===== src/vsl_pkg.sv =====
// Package for the velocity slew limiter: fixed-point constants, sequencer states,
// register indexes and the request type of the shared sqrt/divide unit.
// No dependencies.
package vsl_pkg;

  localparam int FRAC_BITS = 16;
  localparam logic [31:0] MOVE_THRESH = 32'((64'd5 << FRAC_BITS) / 64'd100);
  localparam logic [63:0] SAT_MAX = 64'd2147483647;
  localparam logic [29:0] LEN2_ONE = 30'd268435456;

  typedef enum logic [4:0] {
    ST_IDLE, ST_FSQ, ST_SSQ, ST_LEN, ST_LWAIT, ST_DF, ST_DS,
    ST_TS, ST_TF, ST_TSF, ST_TT, ST_RF, ST_RS, ST_RT, ST_APT,
    ST_VSQ, ST_VSQ2, ST_SPD, ST_SWAIT
  } state_e;

  typedef enum logic [2:0] {
    REG_WALK_SPEED, REG_SPRINT_MULT, REG_ACCEL_RATE,
    REG_DECEL_RATE, REG_TURN_SPEED, REG_TURN_ACCEL
  } reg_idx_e;

  typedef enum logic {
    MODE_SQRT, MODE_DIV
  } iter_mode_e;

  typedef struct packed {
    logic       start;
    iter_mode_e mode;
  } iter_req_t;

  // move a Q.16 magnitude to FRAC_BITS fraction bits
  function automatic logic [63:0] to_frac(logic [63:0] mag);
    if (FRAC_BITS >= 16) begin
      return mag << (FRAC_BITS - 16);
    end else begin
      return mag >> (16 - FRAC_BITS);
    end
  endfunction

endpackage


===== src/vsl_iter.sv =====
// Shared iterative unit: 32-step integer square root of a 64-bit value or
// 32-bit by 17-bit restoring division, one result bit per cycle. Uses vsl_pkg.
module vsl_iter (
  input  logic               clk_i,
  input  logic               rst_ni,
  input  vsl_pkg::iter_req_t req_i,
  input  logic [63:0]        x_i,
  input  logic [16:0]        div_i,
  output logic [31:0]        res_o,
  output logic               done_o
);

  logic [63:0] x_q;
  logic [35:0] rem_q;
  logic [31:0] root_q;
  logic [16:0] div_q;
  logic [4:0]  cnt_q;
  logic        busy_q;
  logic        done_q;
  vsl_pkg::iter_mode_e mode_q;

  logic [35:0] rem_s;
  logic [35:0] trial;
  logic        ge;

  always_comb begin
    if (mode_q == vsl_pkg::MODE_SQRT) begin
      rem_s = {rem_q[33:0], x_q[63:62]};
      trial = {2'b00, root_q, 2'b01};
    end else begin
      rem_s = {rem_q[34:0], x_q[63]};
      trial = {19'd0, div_q};
    end
    ge = (rem_s >= trial);
  end

  always_ff @(posedge clk_i or negedge rst_ni) begin
    if (!rst_ni) begin
      busy_q <= 1'b0;
      done_q <= 1'b0;
      cnt_q  <= '0;
      mode_q <= vsl_pkg::MODE_SQRT;
    end else if (req_i.start) begin
      busy_q <= 1'b1;
      done_q <= 1'b0;
      cnt_q  <= 5'd31;
      mode_q <= req_i.mode;
    end else if (busy_q) begin
      cnt_q <= cnt_q - 5'd1;
      if (cnt_q == 5'd0) begin
        busy_q <= 1'b0;
        done_q <= 1'b1;
      end
    end
  end

  always_ff @(posedge clk_i) begin
    if (req_i.start) begin
      x_q    <= x_i;
      div_q  <= div_i;
      rem_q  <= '0;
      root_q <= '0;
    end else if (busy_q) begin
      x_q    <= (mode_q == vsl_pkg::MODE_SQRT) ? {x_q[61:0], 2'b00} : {x_q[62:0], 1'b0};
      rem_q  <= ge ? rem_s - trial : rem_s;
      root_q <= {root_q[30:0], ge};
    end
  end

  assign res_o  = root_q;
  assign done_o = done_q;

endmodule


===== config.mk =====
export PLATFORM = sky130hd
export DESIGN_NAME = vsl_iter
export DESIGN_NICKNAME = d
export VERILOG_FILES = /design/src/vsl_pkg.sv /design/src/vsl_iter.sv
export SDC_FILE = /design/constraint.sdc
export NUM_CORES = 1
export LEC_CHECK = 0
export BUFFER_PORTS_ARGS = -buffer_cell sky130_fd_sc_hd__buf_2
export CAP_MARGIN = 20
export CORE_MARGIN = 2
export CORE_UTILIZATION = 61
export CTS_BUF_LIST = sky130_fd_sc_hd__clkbuf_4 sky130_fd_sc_hd__clkbuf_8
export DETAILED_ROUTE_END_ITERATION = 12
export PLACE_DENSITY_LB_ADDON = 0.1
export SETUP_SLACK_MARGIN = 0.2
export SLEW_MARGIN = 20
export SYNTH_ARGS = -nofsm -noshare
export SYNTH_HDL_FRONTEND = slang
export SYNTH_SLANG_ARGS = --single-unit

===== constraint.sdc =====
create_clock -name clk_i -period 5.2 [get_ports clk_i]
set_input_delay 0.52 -clock clk_i [delete_from_list [all_inputs] [get_ports clk_i]]
set_output_delay 0.52 -clock clk_i [all_outputs]
set_load 0.02 [all_outputs]

==> results.sh, run 1 <==
export IMPL_status="completed"
export IMPL_die_x_microns=128
export IMPL_rsz0062_at_grt="false"
export IMPL_setup_tns_ps=0
export IMPL_die_y_microns=128
export IMPL_clkTransAtPathRegs_ps=90
export IMPL_routedWlPerCell_microns=16.3
export IMPL_cts_tree="built"
export IMPL_synth_area_leaders="edfxtp_1, dfxtp_1, mux2i_1"
export IMPL_drv_slew=0
export IMPL_start_kind="flop"
export IMPL_row_count=45
export IMPL_finalCriticalPeriod_ps=4150
export IMPL_power_share_sequential_pct=30.9
export IMPL_worst_ep_arrival_time_ps=4500
export IMPL_cp_max_fo=43
export IMPL_cts_root_buf="clkbuf_8"
export IMPL_crit_required_ps=5540
export IMPL_crit_type="flop to flop"
export IMPL_routed_wl_mm=20.1
export IMPL_pwr_share_comb_pct=51.8
export IMPL_dieArea_sq_um=16400
export IMPL_gp_congestion=0.940
export IMPL_yosysSeqAreaShare_pct=42.4
export IMPL_grt_overflow=0
export IMPL_syn_to_final_growth_pct=11.2
export IMPL_first_iter_violations=518
export IMPL_p_per_area_nw_per_um2=508
export IMPL_clock_latency_ps=460
export IMPL_stdcell_count=1233
export IMPL_final_nets=1154
export IMPL_dp_cells=1200
export IMPL_grt_usage_pct=25.4
export IMPL_fin_crit_sh_pct=79.9
export IMPL_ys_flop_type="edfxtp_1"
export IMPL_drtPass1Iterations=5
export IMPL_swShare_pct=40.5
export IMPL_fmax_mhz=241
export IMPL_cap_violations=0
export IMPL_switching_power_mw=2.14
export IMPL_tightest_slew_ps=911
export IMPL_clock_sinks=156
export IMPL_cts_buffer_depth=2
export IMPL_cts_max_level=4
export IMPL_route_antenna_remaining_nets=0
export IMPL_antenna_found_initial=2
export IMPL_grt_pass1_wl_mm=33.3
export IMPL_leakagePower_nw=4.72
export IMPL_ys_seq_elements=156
export IMPL_syn_area_sq_um=9370
export IMPL_coreArea_sq_um=15100
export IMPL_syn_inst=942
export IMPL_drc=0
export IMPL_pin_count=118
export IMPL_clkPwrFrac_pct=17.3
export IMPL_cts_buffers=17
export IMPL_layout_drive_gt1_share_pct=21.1
export IMPL_fin_skew_ps=14.4
export IMPL_num_antenna_cells=0
export IMPL_syn_num_nets=1064
export IMPL_end_kind="flop"
export IMPL_syn_area_per_cell_sq_um=9.95
export IMPL_cts_setup_buffers=0
export IMPL_initial_core_util_pct=62.1
export IMPL_power_mw=5.29
export IMPL_r2r_setup_slack_ps=1050
export IMPL_via_per_inst=5.87
export IMPL_port_buffers=117
export IMPL_multi_input_area_sq_um=5050
export IMPL_synth_edf_count=81
export IMPL_power_internal_mw=3.15
export IMPL_setup_viol=0
export IMPL_slew_headroom_pct=39.2
export IMPL_yosysTopAreaCell="edfxtp_1"
export IMPL_dp_hpwl_mm=14.5
export IMPL_final_util_pct=69.0
export IMPL_num_vias=7239
export IMPL_fillers=1234
export IMPL_synth_yosys_warnings=0
export IMPL_synth_top_cell_area_share_pct=26.0
export IMPL_hold_viol=0
export IMPL_grt_pass1_vias=6789
export IMPL_synth_distinct_cells=67
export IMPL_peakVddDrop_v=0.000233
export IMPL_hold_slack_ps=226
export IMPL_grt_max_degree=98
export IMPL_async_reset_ff_share_pct=5.13
export IMPL_hp_class="input pin to flop"
export IMPL_seqCellArea_sq_um=3980
==> critical path, stage by stage, from the launching register on <==
cell	delay [ps]
dfrtp_4	810
buf_4	360
mux2_2	390
ha_1	380
a21oi_1	220
o21ai_1	140
a211oi_4	430
o211ai_2	180
o21ai_4	310
buf_4	280
mux2_4	310
mux2i_1	140
nor2_1	50
==> cell usage after synthesis (all sizes together), types with 28 or more instances <==
master	instances
a211oi	29
a21oi	35
buf	29
clkbuf	31
dfxtp	67
edfxtp	81
ha	36
mux2	38
mux2i	127
nand2	94
nand2b	28
nor2	90
o21ai	96
==> kinds of logic (layout without fill, tap and decap cells) <==
group,after synthesis,in the layout,synth area share [%]
simple gates,261,261,12.8
fa+ha+maj,37,37,5.02
flops,156,156,42.4
xor+xnor,30,30,2.80
compound gates,218,218,15.0
mux,165,165,18.3
buf+inv,75,178,3.63
==> metrics by stage <==
step / area (sq um) / setup slack (ps)
3_5_place_dp: 10000 / 1100
4_1_cts: 10400 / 1090
5_1_grt: 10400 / 789
6_report: 10400 / 1050
2_1_floorplan: 9370 / 1300
3_3_place_gp: 10000 / 1190
==> final timing paths <==
path | depth (start not counted) | start | end
max | 12 | mode_q | rem_q[14]
min | 1 | div_i[9] | div_q[9]
max reg2reg | 12 | mode_q | rem_q[14]
min reg2reg | 2 | rem_q[34] | rem_q[34]
max in group asynchronous | 2 | rst_ni | mode_q
min in group asynchronous | 2 | rst_ni | cnt_q[2]
==> cells in the final DEF (no fill, tap or decap), types with 17 or more instances in the layout <==
cell type	count
a21oi_1	33
a211oi_1	26
o21ai_0	85
nand2_1	94
clkbuf_8	17
nand2b_1	28
dfxtp_1	67
nor2_1	90
mux2i_1	127
edfxtp_1	81
buf_2	116
mux2_2	34
ha_1	36
==> final cells by class <==
cell class | instances | share of cell area (%)
multi-input combinational | 711 | 48.5
sequential | 156 | 38.2
timing repair buffer | 131 | 6.71
tap | 188 | 2.26
clock buffer | 17 | 2.25
clock inverter | 15 | 1.49
inverter | 15 | 0.541
==> layer usage <==
| layer | track usage [%] | up-vias | part of all wire, % |
|---|---|---|---|
| met5 | 0 | - | 0.065 |
| met4 | 6.59 | 2 | 1.2 |
| met3 | 5.88 | 22 | 5.0 |
| met2 | 40.6 | 166 | 47 |
| met1 | 35.2 | 3426 | 47 |
| li1 | - | 3623 | - |
==> flip-flops by register name, summed over array words and instances, names as in the netlist <==
signal	cells
done_o	1
mode_q	1
res_o	32
div_q	17
busy_q	1
cnt_q	5
x_q	64
rem_q	35
==> timing repair <==
action,in CTS,in global routing
hold buffers,1,0
hold endpoints to repair,8,0
resized for setup,0,0
==> power groups by stage <==
stage,logic [mW],registers [mW],clock network (mW)
6_report,2.74,1.63,0.917
5_1_grt,3.03,1.66,0.983
4_1_cts,2.72,1.63,0.929
3_5_place_dp,2.70,1.66,0
3_3_place_gp,2.68,1.66,0
2_1_floorplan,2.28,1.61,0
No activity file was read; power rests on OpenSTA's default activity.
==> run 2: changes to the inputs <==
ABC_AREA = 1   (was unset)
clock period = 4.21 ns   (was 5.2 ns; I/O delays follow)
==> run 2 against run 1 <==
Against the previous run: clock skew up 1.6 ps; flip-flop and latch count is the same; fmax grew 21%; core utilization decreased by 0.065 points; critical path depth rose by 7; sequential power increased by 24%; setup slack worse by 280 ps; count of clock-buffer cells in the layout unchanged; critical endpoint is now rem_q[3].
==> results.sh, run 2 <==
export IMPL_cts_setup_buffers=0
export IMPL_cts_buffer_depth=2
export IMPL_via_per_inst=5.43
export IMPL_dr_wl_met3_mm=1.58
export IMPL_worst_ep_arrival_time_ps=3790
export IMPL_leakagePower_nw=5.30
export IMPL_dieArea_sq_um=17200
export IMPL_grt_max_degree=87
export IMPL_fmax_mhz=290
export IMPL_hp_class="input pin to flop"
export IMPL_port_buffers=117
export IMPL_crit_type="flop to flop"
export IMPL_synth_yosys_warnings=0
export IMPL_setup_viol=0
export IMPL_initial_core_util_pct=62.4
export IMPL_syn_area_per_cell_sq_um=6.95
export IMPL_start_kind="flop"
export IMPL_fin_crit_sh_pct=81.9
export IMPL_cp_max_fo=54
export IMPL_pin_count=118
export IMPL_finish_instance_area_sq_um=10900
export IMPL_synth_top_cell_area_share_pct=24.6
export IMPL_layout_commonest_cell="nand2_1"
export IMPL_clock_latency_ps=450
export IMPL_dp_hpwl_mm=18.7
export IMPL_largest_reg_flops=64
export IMPL_status="completed"
export IMPL_num_vias=9422
export IMPL_grt_usage_pct=29.5
export IMPL_cap_violations=0
export IMPL_gp_congestion=0.992
export IMPL_grt_pass1_wl_mm=41.3
export IMPL_die_x_microns=131
export IMPL_synth_edf_count=81
export IMPL_coreArea_sq_um=15800
export IMPL_postPlaceCellArea_sq_um=10600
export IMPL_yosysSeqAreaShare_pct=40.3
export IMPL_syn_area_sq_um=9870
export IMPL_antenna_found_initial=0
export IMPL_drc=0
export IMPL_routedWlPerCell_microns=14.7
export IMPL_cts_tree="built"
export IMPL_syn_inst=1420
export IMPL_syn_to_final_growth_pct=10.6
export IMPL_slew_headroom_pct=32.5
export IMPL_top_layer="met4"
export IMPL_routed_wl_mm=25.6
export IMPL_hold_viol=0
export IMPL_drt_met1_wl_mm=11.5
export IMPL_yosysTopAreaCell="edfxtp_1"
export IMPL_crit_required_ps=4550
export IMPL_drv_slew=0
export IMPL_cts_buffers=17
export IMPL_synth_top_cells_by_count="nand2_1, o21ai_0, inv_1"
export IMPL_cts_repair_resize_count=0
export IMPL_r2r_setup_slack_ps=760
export IMPL_async_reset_ff_share_pct=5.13
export IMPL_synth_distinct_cells=42
export IMPL_regMostFlops="x_q"
export IMPL_ys_seq_elements=156
export IMPL_rsz0062_at_grt="false"
export IMPL_cts_root_buf="clkbuf_8"
export IMPL_layout_drive_gt1_share_pct=13.6
export IMPL_synth_most_common_cell="nand2_1"
export IMPL_die_y_microns=131
export IMPL_route_antenna_remaining_nets=0
export IMPL_wl_met2_mm=11.6
export IMPL_peakVddDrop_v=0.000373
export IMPL_first_iter_violations=795
export IMPL_grt_overflow=0
export IMPL_clock_sinks=156
export IMPL_hold_buffers=1
export IMPL_row_count=46
export IMPL_end_kind="flop"
export IMPL_ys_flop_type="edfxtp_1"
export IMPL_final_nets=1628
export IMPL_cts_max_level=4
export IMPL_synth_area_leaders="edfxtp_1, nand2_1, dfxtp_1"
export IMPL_num_antenna_cells=0
export IMPL_drtPass1Iterations=7
export IMPL_fin_skew_ps=16.0
export IMPL_tightest_slew_ps=1010
export IMPL_grt_pass1_vias=8587
export IMPL_syn_num_nets=1542
export IMPL_clkTransAtPathRegs_ps=90
export IMPL_p_per_area_nw_per_um2=597
export IMPL_power_mw=6.51
export IMPL_setup_tns_ps=0
export IMPL_layout_common_cells="nand2_1, o21ai_0, inv_1"
export IMPL_finalCriticalPeriod_ps=3450
[run 2: cell types whose count changed after synthesis, sizes merged, moves of 18 or more]
cell | before | now
nand2 | 94 | 510
inv | 15 | 158
mux2i | 127 | 1
o21ai | 96 | 179
nand3 | 9 | 71
mux2 | 38 | 0
nor2 | 90 | 122
o22ai | 0 | 30
a211oi | 29 | 1
nand2b | 28 | 0
clkbuf | 31 | 51
buf | 29 | 11
[run 2: path summary, 6_finish.rpt]
kind,from,end,cells past startpoint
max in group asynchronous,rst_ni,mode_q,2
max,mode_q,rem_q[3],19
min in group asynchronous,rst_ni,cnt_q[3],2
max reg2reg,mode_q,rem_q[3],19
min,div_i[10],div_q[10],1
min reg2reg,rem_q[13],rem_q[13],2
[run 2: through the flow]
stage	util [%]	std cells	hold WS [ps]	setup WS (ps)
6_report	69.0	1735	133	763
5_1_grt	69.0	1735	110	506
4_1_cts	69.0	1735	121	795
3_5_place_dp	66.7	1702	272	818
3_3_place_gp	66.7	1702	273	962
2_1_floorplan	-	1420	125	934
[run 2: cell type report]
cell class	count	area, sq um
Fill cell	1379	4910
Tap cell	216	270
Sequential cell	156	3980
Timing Repair Buffer	129	678
Multi-Input combinational cell	1044	5050
Clock inverter	15	116
Clock buffer	17	234
Inverter	158	596
[run 2: where the power goes]
part / total [mW] / internal (mW) / switching [mW]
registers: 2.02 / 1.86 / 0.152
clock network: 1.02 / 0.417 / 0.600
logic: 3.48 / 1.18 / 2.30
[run 2: critical path: stages (launching register included)]
cell and delay, ps:
dfrtp_2 370, buf_4 410, mux2i_1 320, ha_1 200, inv_1 70, fa_1 450, nand3_1 130, nand3_2 100
nand2_1 90, nand2_2 80, nand2_2 80, nand2_4 60, nand2_2 80, nand2_4 70, nand2_8 140, nand2_8 210
nand2_8 260, nand2_1 90, nand2_1 60, nand2_1 50
[run 2: metal layers]
metal  vias up  GRT usage (%)
li1       4768              -
met1      4224           40.4
met2       370           46.5
met3        60           4.21
met4         0           13.2
met5         -              0
[run 2: cell families (layout without fill, tap and decap cells)]
| group | Yosys count | count (layout) | share of synthesized area [%] |
|---|---|---|---|
| buffers and inverters | 220 | 319 | 8.63 |
| muxes | 1 | 1 | 0.101 |
| AOI/OAI and AO/OA | 255 | 255 | 13.8 |
| DFF | 156 | 156 | 40.3 |
| and+or+nand+nor | 734 | 734 | 30.9 |
| xor gates and xnor gates | 17 | 17 | 1.51 |
| adders and majority gates | 37 | 37 | 4.77 |
